--- config.mk ---
export PLATFORM = sky130hd
export DESIGN_NAME = angular_cone_search
export DESIGN_NICKNAME = d
export VERILOG_FILES = /design/src/acs_pkg.sv /design/src/acs_cordic.sv /design/src/acs_mul.sv /design/src/acs_div.sv /design/src/angular_cone_search.sv
export VERILOG_INCLUDE_DIRS = /design/src /design/src/src
export SDC_FILE = /design/constraint.sdc
export NUM_CORES = 2
export LEC_CHECK = 0
export BUFFER_PORTS_ARGS = -buffer_cell sky130_fd_sc_hd__clkbuf_2
export CORE_UTILIZATION = 50
export DETAILED_ROUTE_END_ITERATION = 10
export PLACE_DENSITY = 0.62
export SKIP_LAST_GASP = 1
export SYNTH_ARGS = -nofsm -noshare
export SYNTH_HDL_FRONTEND = slang
export SYNTH_SLANG_ARGS = --single-unit
--- constraint.sdc ---
create_clock -name clk -period 14.06 [get_ports clk]
set_input_delay 2.109 -clock clk [delete_from_list [all_inputs] [get_ports clk]]
set_output_delay 2.109 -clock clk [all_outputs]
set_load 0.01 [all_outputs]
--- src/angular_cone_search_macros.svh ---
// assertion helpers used by angular_cone_search
`ifndef ANGULAR_CONE_SEARCH_MACROS_SVH
`define ANGULAR_CONE_SEARCH_MACROS_SVH

// condition in this cycle implies consequence in the same cycle
`define ACS_ASSERT_NOW(lbl, ante, cons, msg) \
    lbl: assert property (@(posedge clk) disable iff (!rst_n) (ante) |-> (cons)) \
        else $error(msg);

// condition in this cycle implies consequence in the next cycle
`define ACS_ASSERT_NEXT(lbl, ante, cons, msg) \
    lbl: assert property (@(posedge clk) disable iff (!rst_n) (ante) |=> (cons)) \
        else $error(msg);

`endif

--- src/acs_pkg.sv ---
package acs_pkg;

    // datapath width of the shared arithmetic units
    localparam int DW = 40;
    // index width of the arctangent table
    localparam int IW = 6;
    localparam int ATAN_DEPTH = 40;
    localparam int DIV_TOP = 60;

    localparam logic signed [DW-1:0] QUARTER_TURN = 40'sd1073741824;
    localparam logic signed [DW-1:0] HALF_TURN    = 40'sd2147483648;
    localparam logic signed [DW-1:0] ONE_Q30      = 40'sd1073741824;

    localparam logic [31:0] ATAN_TURNS [ATAN_DEPTH] = '{
        32'd536870912, 32'd316933406, 32'd167458907, 32'd85004756, 32'd42667331,
        32'd21354465, 32'd10679838, 32'd5340245, 32'd2670163, 32'd1335087,
        32'd667544, 32'd333772, 32'd166886, 32'd83443, 32'd41722,
        32'd20861, 32'd10430, 32'd5215, 32'd2608, 32'd1304,
        32'd652, 32'd326, 32'd163, 32'd81, 32'd41,
        32'd20, 32'd10, 32'd5, 32'd3, 32'd1,
        32'd1, 32'd0, 32'd0, 32'd0, 32'd0,
        32'd0, 32'd0, 32'd0, 32'd0, 32'd0
    };

    localparam logic [1:0] CMD_LOAD  = 2'd0;
    localparam logic [1:0] CMD_QUERY = 2'd1;
    localparam logic [1:0] CMD_READ  = 2'd2;

    localparam logic [1:0] ST_HIT       = 2'd0;
    localparam logic [1:0] ST_NONE      = 2'd1;
    localparam logic [1:0] ST_READ_OK   = 2'd2;
    localparam logic [1:0] ST_READ_MISS = 2'd3;

    localparam logic [2:0] MUL_LAST = 3'd6;

    typedef struct packed {
        logic [1:0]         cmd;
        logic [3:0]         slot;
        logic [31:0]        ra;
        logic signed [31:0] dec;
        logic [31:0]        radius;
        logic               want_bodies;
    } in_word_t;

    typedef struct packed {
        logic [1:0]         status;
        logic [3:0]         result_index;
        logic [31:0]        body_ra;
        logic signed [31:0] body_dec;
        logic [31:0]        separation;
        logic               last;
    } out_word_t;

    typedef struct packed {
        logic                  flip;
        logic signed [DW-1:0]  z;
    } red_t;

    typedef enum logic [3:0] {
        S_INIT_VEC,
        S_INIT_DIV,
        S_IDLE,
        S_READ,
        S_Q_SC1,
        S_B_SC2,
        S_B_SC3,
        S_B_MUL,
        S_B_VEC1,
        S_B_MULG,
        S_B_VEC2,
        S_B_CHECK,
        S_Q_END
    } state_t;

    function automatic logic signed [DW-1:0] atan_at(input logic [IW-1:0] idx);
        return $signed({{(DW-32){1'b0}}, ATAN_TURNS[idx]});
    endfunction

    // bring an angle into plus or minus a quarter turn
    function automatic red_t reduce_angle(input logic [31:0] ang);
        red_t r;
        logic signed [31:0] s;
        s = $signed(ang);
        r.z = DW'(s);
        r.flip = 1'b0;
        if (r.z > QUARTER_TURN)
        begin
            r.z = r.z - HALF_TURN;
            r.flip = 1'b1;
        end
        else if (r.z < -QUARTER_TURN)
        begin
            r.z = r.z + HALF_TURN;
            r.flip = 1'b1;
        end
        return r;
    endfunction

endpackage

--- src/acs_cordic.sv ---
module acs_cordic
    import acs_pkg::*;
#(
    parameter int STEPS = 32
)
(
    input  logic                 clk,
    input  logic                 rst_n,
    input  logic                 start,
    input  logic                 vec,
    input  logic signed [DW-1:0] x0,
    input  logic signed [DW-1:0] y0,
    input  logic signed [DW-1:0] z0,
    output logic signed [DW-1:0] x,
    output logic signed [DW-1:0] y,
    output logic signed [DW-1:0] z,
    output logic                 done
);

    logic signed [DW-1:0] x_reg, y_reg, z_reg;
    logic [IW-1:0]        i_reg;
    logic                 busy_reg, done_reg;
    logic signed [DW-1:0] xs, ys, ang;
    logic                 sel;

    assign xs  = x_reg >>> i_reg;
    assign ys  = y_reg >>> i_reg;
    assign ang = atan_at(i_reg);
    // vectoring drives y to zero, rotation drives z to zero
    assign sel = vec ? (y_reg > 0) : (z_reg < 0);

    always_ff @(posedge clk or negedge rst_n)
    begin
        if (!rst_n)
        begin
            busy_reg <= 1'b0;
            done_reg <= 1'b0;
            i_reg    <= '0;
        end
        else
        begin
            done_reg <= 1'b0;
            if (start)
            begin
                busy_reg <= 1'b1;
                i_reg    <= '0;
            end
            else if (busy_reg)
            begin
                i_reg <= i_reg + 1'b1;
                if (i_reg == IW'(STEPS - 1))
                begin
                    busy_reg <= 1'b0;
                    done_reg <= 1'b1;
                end
            end
        end
    end

    always_ff @(posedge clk)
    begin
        if (start)
        begin
            x_reg <= x0;
            y_reg <= y0;
            z_reg <= z0;
        end
        else if (busy_reg)
        begin
            if (sel)
            begin
                x_reg <= x_reg + ys;
                y_reg <= y_reg - xs;
                z_reg <= z_reg + ang;
            end
            else
            begin
                x_reg <= x_reg - ys;
                y_reg <= y_reg + xs;
                z_reg <= z_reg - ang;
            end
        end
    end

    assign x    = x_reg;
    assign y    = y_reg;
    assign z    = z_reg;
    assign done = done_reg;

endmodule

--- src/acs_mul.sv ---
module acs_mul
    import acs_pkg::*;
(
    input  logic                 clk,
    input  logic                 rst_n,
    input  logic                 start,
    input  logic signed [DW-1:0] a,
    input  logic signed [DW-1:0] b,
    output logic signed [DW-1:0] p,
    output logic                 done
);

    localparam int CW = $clog2(DW + 1);

    logic [DW-1:0]        ua_reg, ub_reg, hi_reg, lo_reg;
    logic                 neg_reg, busy_reg, done_reg;
    logic [CW-1:0]        cnt_reg;
    logic signed [DW-1:0] p_reg;
    logic [DW:0]          sum;
    logic [2*DW-1:0]      prod, sprod;

    // one multiplier bit a cycle, partial sum shifts right
    assign sum   = {1'b0, hi_reg} + (ub_reg[0] ? {1'b0, ua_reg} : '0);
    assign prod  = {hi_reg, lo_reg};
    assign sprod = neg_reg ? (~prod + 1'b1) : prod;

    always_ff @(posedge clk or negedge rst_n)
    begin
        if (!rst_n)
        begin
            busy_reg <= 1'b0;
            done_reg <= 1'b0;
            cnt_reg  <= '0;
        end
        else
        begin
            done_reg <= 1'b0;
            if (start)
            begin
                busy_reg <= 1'b1;
                cnt_reg  <= '0;
            end
            else if (busy_reg)
            begin
                if (cnt_reg == CW'(DW))
                begin
                    busy_reg <= 1'b0;
                    done_reg <= 1'b1;
                end
                else
                begin
                    cnt_reg <= cnt_reg + 1'b1;
                end
            end
        end
    end

    always_ff @(posedge clk)
    begin
        if (start)
        begin
            ua_reg  <= a[DW-1] ? -a : a;
            ub_reg  <= b[DW-1] ? -b : b;
            neg_reg <= a[DW-1] ^ b[DW-1];
            hi_reg  <= '0;
            lo_reg  <= '0;
        end
        else if (busy_reg)
        begin
            if (cnt_reg == CW'(DW))
            begin
                // floor shift by thirty bits of the exact product
                p_reg <= $signed(sprod[30 +: DW]);
            end
            else
            begin
                hi_reg <= sum[DW:1];
                lo_reg <= {sum[0], lo_reg[DW-1:1]};
                ub_reg <= ub_reg >> 1;
            end
        end
    end

    assign p    = p_reg;
    assign done = done_reg;

endmodule

--- src/acs_div.sv ---
module acs_div
    import acs_pkg::*;
(
    input  logic          clk,
    input  logic          rst_n,
    input  logic          start,
    input  logic [DW-1:0] den,
    output logic [DW-1:0] quo,
    output logic          done
);

    logic [DW:0]   rem_reg;
    logic [DW-1:0] den_reg, quo_reg;
    logic [5:0]    cnt_reg;
    logic          busy_reg, done_reg;
    logic [DW:0]   shifted;
    logic          ge;

    // dividend is a single one at the top bit position
    assign shifted = {rem_reg[DW-1:0], (cnt_reg == 6'(DIV_TOP))};
    assign ge      = shifted >= {1'b0, den_reg};

    always_ff @(posedge clk or negedge rst_n)
    begin
        if (!rst_n)
        begin
            busy_reg <= 1'b0;
            done_reg <= 1'b0;
            cnt_reg  <= '0;
        end
        else
        begin
            done_reg <= 1'b0;
            if (start)
            begin
                busy_reg <= 1'b1;
                cnt_reg  <= 6'(DIV_TOP);
            end
            else if (busy_reg)
            begin
                cnt_reg <= cnt_reg - 1'b1;
                if (cnt_reg == '0)
                begin
                    busy_reg <= 1'b0;
                    done_reg <= 1'b1;
                end
            end
        end
    end

    always_ff @(posedge clk)
    begin
        if (start)
        begin
            rem_reg <= '0;
            quo_reg <= '0;
            den_reg <= den;
        end
        else if (busy_reg)
        begin
            rem_reg <= ge ? (shifted - {1'b0, den_reg}) : shifted;
            quo_reg <= {quo_reg[DW-2:0], ge};
        end
    end

    assign quo  = quo_reg;
    assign done = done_reg;

endmodule

--- src/angular_cone_search.sv ---
// cone search over a small table of body sky positions
// cmd channel (cmd_valid, cmd_stall, cmd_word) carries one command word:
// load a body, run a cone query, or read one body back
// rsp channel (rsp_valid, rsp_stall, rsp_word) returns result words; the
// final word of each command has last set
// a load gives no word; a read gives one word, loaded into the output
// register from the read state
// a query walks every body on one rotation/vectoring cordic unit and one
// bit-serial multiplier: per body two rotations, two vectorings and eight
// products, plus one rotation at start
// the cmd channel stalls until the command is finished
// after reset the block first derives the cordic gain correction with a
// vectoring pass and a 61-step restoring division and stalls cmd
// meanwhile; the body table resets to zero
// a stalled rsp word holds; the sequencer waits while the output register
// is full, except that one hit is buffered so last can be marked
module angular_cone_search
    import acs_pkg::*;
#(
    parameter int BODY_COUNT   = 9,
    parameter int CORDIC_STEPS = 32
)
(
    input  logic      clk,
    input  logic      rst_n,
    input  logic      cmd_valid,
    output logic      cmd_stall,
    input  in_word_t  cmd_word,
    output logic      rsp_valid,
    input  logic      rsp_stall,
    output out_word_t rsp_word
);

    localparam int BW = (BODY_COUNT > 1) ? $clog2(BODY_COUNT) : 1;

    state_t state_reg, state_next;

    logic [31:0] sra_reg [BODY_COUNT];
    logic [31:0] sdec_reg [BODY_COUNT];
    logic        has_data_reg;
    in_word_t    q_reg;
    logic [BW-1:0] body_reg;
    logic [2:0]  mul_idx_reg;
    logic        issued_reg;
    logic [DW-1:0] g_reg;
    logic signed [DW-1:0] sd1_reg, cd1_reg, sd2_reg, cd2_reg, sdra_reg, cdra_reg;
    logic signed [DW-1:0] a_reg, b_reg, t1_reg, t2_reg, t3_reg, t4_reg;
    logic signed [DW-1:0] xv_reg, yv_reg, mag_reg;
    logic [31:0] sep_reg;
    logic        pend_valid_reg;
    out_word_t   pend_reg;
    logic        rsp_valid_reg;
    out_word_t   rsp_word_reg;

    logic accept, out_free, unit_go, hit, load_out, in_range, last_body;
    logic cor_start, cor_vec, cor_done, mul_start, mul_done, div_start, div_done;
    logic signed [DW-1:0] cor_x0, cor_y0, cor_z0, cor_x, cor_y, cor_z;
    logic signed [DW-1:0] mul_a, mul_b, mul_p;
    logic [DW-1:0] div_den, div_quo;
    logic [31:0] cur_angle;
    red_t        red;
    out_word_t   out_next, hit_word;
    logic signed [DW-1:0] rs, rc;

    assign accept    = cmd_valid && !cmd_stall;
    assign cmd_stall = (state_reg != S_IDLE);
    assign out_free  = !rsp_valid_reg || !rsp_stall;
    assign unit_go   = !issued_reg;
    assign in_range  = {1'b0, q_reg.slot} < 5'(BODY_COUNT);
    assign last_body = (body_reg == BW'(BODY_COUNT - 1));
    assign hit       = (sep_reg <= q_reg.radius);
    assign red       = reduce_angle(cur_angle);
    assign rs        = red.flip ? -cor_y : cor_y;
    assign rc        = red.flip ? -cor_x : cor_x;

    always_comb
    begin
        hit_word.status       = ST_HIT;
        hit_word.result_index = 4'(body_reg);
        hit_word.body_ra      = sra_reg[body_reg];
        hit_word.body_dec     = $signed(sdec_reg[body_reg]);
        hit_word.separation   = sep_reg;
        hit_word.last         = 1'b0;
    end

    // next state
    always_comb
    begin
        state_next = state_reg;
        unique case (state_reg)
            S_INIT_VEC: if (cor_done) state_next = S_INIT_DIV;
            S_INIT_DIV: if (div_done) state_next = S_IDLE;
            S_IDLE:
            begin
                if (accept)
                begin
                    unique case (cmd_word.cmd)
                        CMD_QUERY:
                            state_next = (cmd_word.want_bodies && has_data_reg) ?
                                         S_Q_SC1 : S_Q_END;
                        CMD_READ: state_next = S_READ;
                        default:  state_next = S_IDLE;
                    endcase
                end
            end
            S_READ:    if (out_free) state_next = S_IDLE;
            S_Q_SC1:   if (cor_done) state_next = S_B_SC2;
            S_B_SC2:   if (cor_done) state_next = S_B_SC3;
            S_B_SC3:   if (cor_done) state_next = S_B_MUL;
            S_B_MUL:   if (mul_done && mul_idx_reg == MUL_LAST) state_next = S_B_VEC1;
            S_B_VEC1:  if (cor_done) state_next = S_B_MULG;
            S_B_MULG:  if (mul_done) state_next = S_B_VEC2;
            S_B_VEC2:  if (cor_done) state_next = S_B_CHECK;
            S_B_CHECK:
            begin
                if (!(hit && pend_valid_reg && !out_free))
                    state_next = last_body ? S_Q_END : S_B_SC2;
            end
            S_Q_END:   if (out_free) state_next = S_IDLE;
            default:   state_next = S_IDLE;
        endcase
    end

    // unit control and operand selection
    always_comb
    begin
        cor_start = 1'b0;
        cor_vec   = 1'b0;
        cor_x0    = '0;
        cor_y0    = '0;
        cor_z0    = '0;
        mul_start = 1'b0;
        mul_a     = '0;
        mul_b     = '0;
        div_start = 1'b0;
        div_den   = (mag_reg < 1) ? DW'(1) : mag_reg;
        cur_angle = q_reg.dec;
        load_out  = 1'b0;
        out_next  = hit_word;
        unique case (state_reg)
            S_INIT_VEC:
            begin
                cor_start = unit_go;
                cor_vec   = 1'b1;
                cor_x0    = ONE_Q30;
            end
            S_INIT_DIV: div_start = unit_go;
            S_READ:
            begin
                load_out = out_free;
                if (has_data_reg && in_range)
                begin
                    out_next.status       = ST_READ_OK;
                    out_next.body_ra      = sra_reg[q_reg.slot[BW-1:0]];
                    out_next.body_dec     = $signed(sdec_reg[q_reg.slot[BW-1:0]]);
                end
                else
                begin
                    out_next.status   = ST_READ_MISS;
                    out_next.body_ra  = '0;
                    out_next.body_dec = '0;
                end
                out_next.result_index = q_reg.slot;
                out_next.separation   = '0;
                out_next.last         = 1'b1;
            end
            S_Q_SC1, S_B_SC2, S_B_SC3:
            begin
                if (state_reg == S_B_SC2)
                    cur_angle = sdec_reg[body_reg];
                else if (state_reg == S_B_SC3)
                    cur_angle = sra_reg[body_reg] - q_reg.ra;
                cor_start = unit_go;
                cor_x0    = $signed(g_reg);
                cor_z0    = red.z;
            end
            S_B_MUL:
            begin
                mul_start = unit_go;
                case (mul_idx_reg)
                    3'd0:    begin mul_a = cd2_reg; mul_b = sdra_reg; end
                    3'd1:    begin mul_a = cd1_reg; mul_b = sd2_reg;  end
                    3'd2:    begin mul_a = sd1_reg; mul_b = cd2_reg;  end
                    3'd3:    begin mul_a = t2_reg;  mul_b = cdra_reg; end
                    3'd4:    begin mul_a = sd1_reg; mul_b = sd2_reg;  end
                    3'd5:    begin mul_a = cd1_reg; mul_b = cd2_reg;  end
                    default: begin mul_a = t4_reg;  mul_b = cdra_reg; end
                endcase
            end
            S_B_VEC1:
            begin
                cor_start = unit_go;
                cor_vec   = 1'b1;
                cor_x0    = a_reg[DW-1] ? -a_reg : a_reg;
                cor_y0    = b_reg[DW-1] ? -b_reg : b_reg;
            end
            S_B_MULG:
            begin
                mul_start = unit_go;
                mul_a     = mag_reg;
                mul_b     = $signed(g_reg);
            end
            S_B_VEC2:
            begin
                cor_start = unit_go;
                cor_vec   = 1'b1;
                // a negative x is first turned by a quarter turn
                if (xv_reg < 0)
                begin
                    cor_x0 = yv_reg;
                    cor_y0 = -xv_reg;
                    cor_z0 = QUARTER_TURN;
                end
                else
                begin
                    cor_x0 = xv_reg;
                    cor_y0 = yv_reg;
                end
            end
            S_B_CHECK:
            begin
                load_out = hit && pend_valid_reg && out_free;
                out_next = pend_reg;
            end
            S_Q_END:
            begin
                load_out = out_free;
                if (pend_valid_reg)
                begin
                    out_next      = pend_reg;
                    out_next.last = 1'b1;
                end
                else
                begin
                    out_next.status       = ST_NONE;
                    out_next.result_index = '0;
                    out_next.body_ra      = '0;
                    out_next.body_dec     = '0;
                    out_next.separation   = '0;
                    out_next.last         = 1'b1;
                end
            end
            default: ;
        endcase
    end

    always_ff @(posedge clk or negedge rst_n)
    begin
        if (!rst_n)
        begin
            state_reg      <= S_INIT_VEC;
            issued_reg     <= 1'b0;
            has_data_reg   <= 1'b0;
            pend_valid_reg <= 1'b0;
            rsp_valid_reg  <= 1'b0;
            body_reg       <= '0;
            mul_idx_reg    <= '0;
            for (int k = 0; k < BODY_COUNT; k++)
            begin
                sra_reg[k]  <= '0;
                sdec_reg[k] <= '0;
            end
        end
        else
        begin
            state_reg <= state_next;
            if (cor_start || mul_start || div_start)
                issued_reg <= 1'b1;
            else if (cor_done || mul_done || div_done)
                issued_reg <= 1'b0;

            // cleared when taken, set when a new word is loaded
            rsp_valid_reg <= load_out || (rsp_valid_reg && rsp_stall);

            if (accept && cmd_word.cmd == CMD_LOAD &&
                {1'b0, cmd_word.slot} < 5'(BODY_COUNT))
            begin
                sra_reg[cmd_word.slot[BW-1:0]]  <= cmd_word.ra;
                sdec_reg[cmd_word.slot[BW-1:0]] <= cmd_word.dec;
                has_data_reg <= 1'b1;
            end

            if (state_reg == S_Q_SC1)
                body_reg <= '0;
            if (state_reg == S_B_SC3 || state_reg == S_B_VEC1)
                mul_idx_reg <= '0;
            else if (state_reg == S_B_MUL && mul_done)
                mul_idx_reg <= mul_idx_reg + 1'b1;

            if (state_reg == S_B_CHECK && state_next != S_B_CHECK)
            begin
                if (!last_body)
                    body_reg <= body_reg + 1'b1;
                if (hit)
                    pend_valid_reg <= 1'b1;
            end
            if (state_reg == S_Q_END && out_free)
                pend_valid_reg <= 1'b0;
        end
    end

    always_ff @(posedge clk)
    begin
        if (accept)
            q_reg <= cmd_word;
        if (load_out)
            rsp_word_reg <= out_next;
        if (state_reg == S_B_CHECK && hit && state_next != S_B_CHECK)
            pend_reg <= hit_word;
        if (cor_done)
        begin
            unique case (state_reg)
                S_INIT_VEC, S_B_VEC1: mag_reg <= cor_x;
                S_Q_SC1: begin sd1_reg  <= rs; cd1_reg  <= rc; end
                S_B_SC2: begin sd2_reg  <= rs; cd2_reg  <= rc; end
                S_B_SC3: begin sdra_reg <= rs; cdra_reg <= rc; end
                S_B_VEC2:
                begin
                    if (cor_z < 0)
                        sep_reg <= '0;
                    else if (cor_z > HALF_TURN)
                        sep_reg <= 32'h8000_0000;
                    else
                        sep_reg <= cor_z[31:0];
                end
                default: ;
            endcase
        end
        if (div_done)
            g_reg <= div_quo;
        if (mul_done)
        begin
            if (state_reg == S_B_MULG)
                yv_reg <= mul_p;
            else
            begin
                case (mul_idx_reg)
                    3'd0:    a_reg  <= mul_p;
                    3'd1:    t1_reg <= mul_p;
                    3'd2:    t2_reg <= mul_p;
                    3'd3:    b_reg  <= t1_reg - mul_p;
                    3'd4:    t3_reg <= mul_p;
                    3'd5:    t4_reg <= mul_p;
                    default: xv_reg <= t3_reg + mul_p;
                endcase
            end
        end
    end

    acs_cordic #(
        .STEPS (CORDIC_STEPS)
    ) u_cordic (
        .clk   (clk),
        .rst_n (rst_n),
        .start (cor_start),
        .vec   (cor_vec),
        .x0    (cor_x0),
        .y0    (cor_y0),
        .z0    (cor_z0),
        .x     (cor_x),
        .y     (cor_y),
        .z     (cor_z),
        .done  (cor_done)
    );

    acs_mul u_mul (
        .clk   (clk),
        .rst_n (rst_n),
        .start (mul_start),
        .a     (mul_a),
        .b     (mul_b),
        .p     (mul_p),
        .done  (mul_done)
    );

    acs_div u_div (
        .clk   (clk),
        .rst_n (rst_n),
        .start (div_start),
        .den   (div_den),
        .quo   (div_quo),
        .done  (div_done)
    );

    assign rsp_valid = rsp_valid_reg;
    assign rsp_word  = rsp_word_reg;

`include "angular_cone_search_macros.svh"

    `ACS_ASSERT_NOW(a_idle_no_unit, state_reg == S_IDLE, !issued_reg, "unit busy while idle")
    `ACS_ASSERT_NOW(a_idle_no_pend, state_reg == S_IDLE, !pend_valid_reg, "hit left buffered")
    `ACS_ASSERT_NEXT(a_end_flush, state_reg == S_Q_END && out_free,
        rsp_valid && rsp_word.last && !pend_valid_reg, "query end did not flush")

endmodule

==> results by group <==
Run status
  • Status: complete, no violations

Power
  • P_int: 9.75 mW
  • Pwr per Cell Area: 95.4 nW/µm²
  • NetSw: 2.62 mW
  • Clk network pwr share: 48.5%
  • Sw frac: 21.2%
  • VDD IR max: 0.113 mV
  • Gate power share: 0.7%
  • Sequential power share: 50.8%
  • Leakage: 53.3 nW

Drt
  • Routed WL per cell: 30.9 µm
  • DRT antenna net count: 0
  • DRT Wirelength: 424,000 µm
  • Pre-Repair DR Iteration Count: 10
  • Initial DRC count: 11,000
  • Routed vias/inst: 6.60
  • Vias: 90,700
  • DRC: 0

Yosys
  • Ys Warns: 0
  • Most used DFF post-synth: edfxtp_1
  • Mapped Area: 118,000 µm²
  • Register bit total from synthesis: 2,031
  • Post-synth ARST share: 30.3%
  • Synth unique cells: 108
  • Post-synth EDFFs: 1,256
  • Post-synthesis sequential area ratio: 47.9%
  • Gate count of the mapped netlist: 10,400
  • Syn_nets: 10,900
  • Syn Area/Cell: 11.3 µm²

Clocking
  • # resized after CTS: 0
  • Clock buffer depth: 3
  • Root Driver: clkbuf_16
  • Sink Count: 2,031
  • Clk pin slew, worst setup/hold paths: 0.07 ns
  • Worst-Skew Late Latency: 0.91 ns
  • # Post-CTS Setup Buffers: 0
  • CTS HTree Levels: 4
  • Hold Buf Count CTS: 0
  • CTS tree: yes
  • CTS Buf Count: 216

Final layout
  • Share of layout cells above drive strength 1: 18.9%
  • Layout area overhead: 10.4%
  • Post-Route Utilization: 55.6%
  • Finished Cell Area: 130,000 µm²
  • Nets: 10,900
  • Fill count: 19,600
  • Most frequent cells in the layout: 1,256 x edfxtp_1, 999 x nand2_1, 682 x mux2_2
  • Commonest non-fill, non-tap cell in the layout: edfxtp_1

Timing
  • Peak Freq: 0.114 GHz
  • Final hold vios: 0
  • Worst-Margin Slew: 1.32 ns
  • Setup violators final: 0
  • Clock Skew: 0.0833 ns
  • Period utilization: 62.6%
  • Tmin final: 8.80 ns
  • Slew Limit Fails: 0
  • Max-slew headroom: 11.3%
  • Unrepaired setup endpoints after global routing: no
  • Fin Setup TNS: 0 ns

Global routing
  • Grt ovf: 0
  • Global-route wire length before repair: 610,000 µm
  • Vias in the first global route: 87,800
  • Total GRT Usage: 35.3%
  • Initial antenna violation count: 45
  • Largest net degree at the start of global routing: 179

Floorplanning
  • Io pins: 212
  • Die area: 237,000 µm²
  • Row count: 177
  • Core Area: 233,000 µm²
  • Die width: 487 µm
  • Initial core utilization: 50.4%
  • Die height: 487 µm

Setup path
  • WP data required: 14.82 ns
  • Crit. End Element: register
  • Worst Setup Start Kind: register
  • Critical path class: reg -> reg
  • Critical Path AT: 9.57 ns
  • CP Max Fanout: 66

Placed design
  • Buffers on Ports: 211
  • Gpl congestion: 0.997
  • Post-placement cell area: 122,000 µm²
  • DP HPWL: 291,000 µm

Run
  • Max Cap Violations: 0

Hold path
  • Hold Path Class: reg -> reg
[Yosys cell counts, types with 45 or more instances]
cell type | count | share of area [%]
edfxtp_1 | 1256 | 32
nand2_1 | 1002 | 3.2
mux2_2 | 682 | 6.5
o21ai_0 | 656 | 2.8
dfrtp_1 | 615 | 13
a21oi_1 | 601 | 2.6
nor2_1 | 494 | 1.6
clkbuf_1 | 463 | 1.5
xnor2_1 | 399 | 3.0
ha_1 | 371 | 4.0
mux4_2 | 364 | 7.0
mux2i_1 | 330 | 2.8
inv_1 | 286 | 0.91
xor2_1 | 264 | 2.0
nor3_1 | 200 | 0.85
a21o_1 | 193 | 1.2
dfxtp_1 | 160 | 2.7
and2_1 | 145 | 0.77
nand3_1 | 140 | 0.60
a31oi_1 | 110 | 0.59
buf_1 | 105 | 0.34
a211oi_1 | 91 | 0.58
nor2b_1 | 89 | 0.47
nor4_1 | 80 | 0.43
a22oi_1 | 73 | 0.47
a221oi_1 | 72 | 0.54
nand2b_1 | 70 | 0.37
o22ai_1 | 70 | 0.37
or3_1 | 67 | 0.36
a222oi_1 | 64 | 0.55
nand4_1 | 62 | 0.33
o31ai_1 | 59 | 0.38
and3_1 | 54 | 0.29
o21a_1 | 52 | 0.33
a22o_1 | 45 | 0.34
buf_2 | 45 | 0.19
[layout make-up]
cell class	instances	area (µm²)	area share [%]
diodes	15	37.5	0.0289
clock buffers	300	6100	4.70
clock inverters	113	1400	1.08
inverters	293	1100	0.852
multi-input cells	7406	57900	44.6
flip-flops and latches	2031	56300	43.4
well taps	3132	3920	3.02
repair buffers	449	2930	2.26
[cell families (layout without fill, tap and decap cells)]
group,count (synthesis),count (layout),synth area share (%)
compound gates,2398,2398,13.0
other cells,1,16,0.00319
buf+inv,933,1155,3.16
simple gates,2589,2589,10.5
flops,2031,2031,47.9
xor+xnor,663,663,4.94
mux,1376,1376,16.3
fa+ha+maj,379,379,4.09
[power by group through the flow]
stage	Clock, mW	Sequential [mW]	Combinational, mW
floorplan	0	6.41	0.00355
global placement	0	6.41	0.0854
detailed placement	0	6.41	0.0881
CTS	6.07	6.28	0.0885
global route	6.28	6.28	0.0965
finish	6.00	6.28	0.0863
[worst max-delay path, cell delays in order, from the launching register on]
cell	delay [ns]
dfrtp_4	0.72
buf_4	0.82
buf_4	0.74
mux4_2	0.42
mux2_2	0.27
a221oi_1	0.56
o21ai_0	0.33
nor3b_1	0.32
or4bb_1	0.59
nor2_4	0.28
nor2_1	0.09
xnor2_1	0.17
ha_1	0.37
o21ai_0	0.14
nor2_1	0.14
nand2_1	0.11
o22a_1	0.23
o211ai_1	0.13
a2111oi_0	0.16
o41ai_1	0.97
a21o_1	0.27
a31oi_1	0.11
or4b_2	0.62
nand3_1	0.09
[metrics by stage]
step | worst slack [ns] | instances | hold slack [ns] | power [mW]
after global routing | 4.96 | 13700 | 0.467 | 12.7
after CTS | 5.58 | 13700 | 0.448 | 12.4
after global placement | 5.47 | 13300 | 0.426 | 6.49
final | 5.26 | 13700 | 0.450 | 12.4
after floorplan | 4.21 | 10400 | 0.408 | 6.41
after detailed placement | 5.55 | 13300 | 0.433 | 6.49
[worst paths after layout]
check,cells after the start,end,slack [ns],from
worst max-delay path,23,u_cordic.x[33],5.26,u_cordic.i_reg[1]
worst min-delay path,0,g_reg[28],0.45,u_div.quo[28]
worst max register to register,23,u_cordic.x[33],5.26,u_cordic.i_reg[1]
worst min register to register,0,g_reg[28],0.45,u_div.quo[28]
max in group asynchronous,4,sdec_reg[98],9.53,rst_n
min in group asynchronous,1,sra_reg[284],1.29,rst_n
[routing by layer]
layer	vias to the layer above	wire, µm	GRT usage (%)	share of wire, %
met5	-	217	0	0.051
met2	4963	189000	53.9	44
met4	32	31600	22.6	7.5
met3	1240	42000	8.10	9.9
li1	39200	-	-	-
met1	45300	162000	45.2	38
Note: power is estimated with default switching activity, not from simulation.
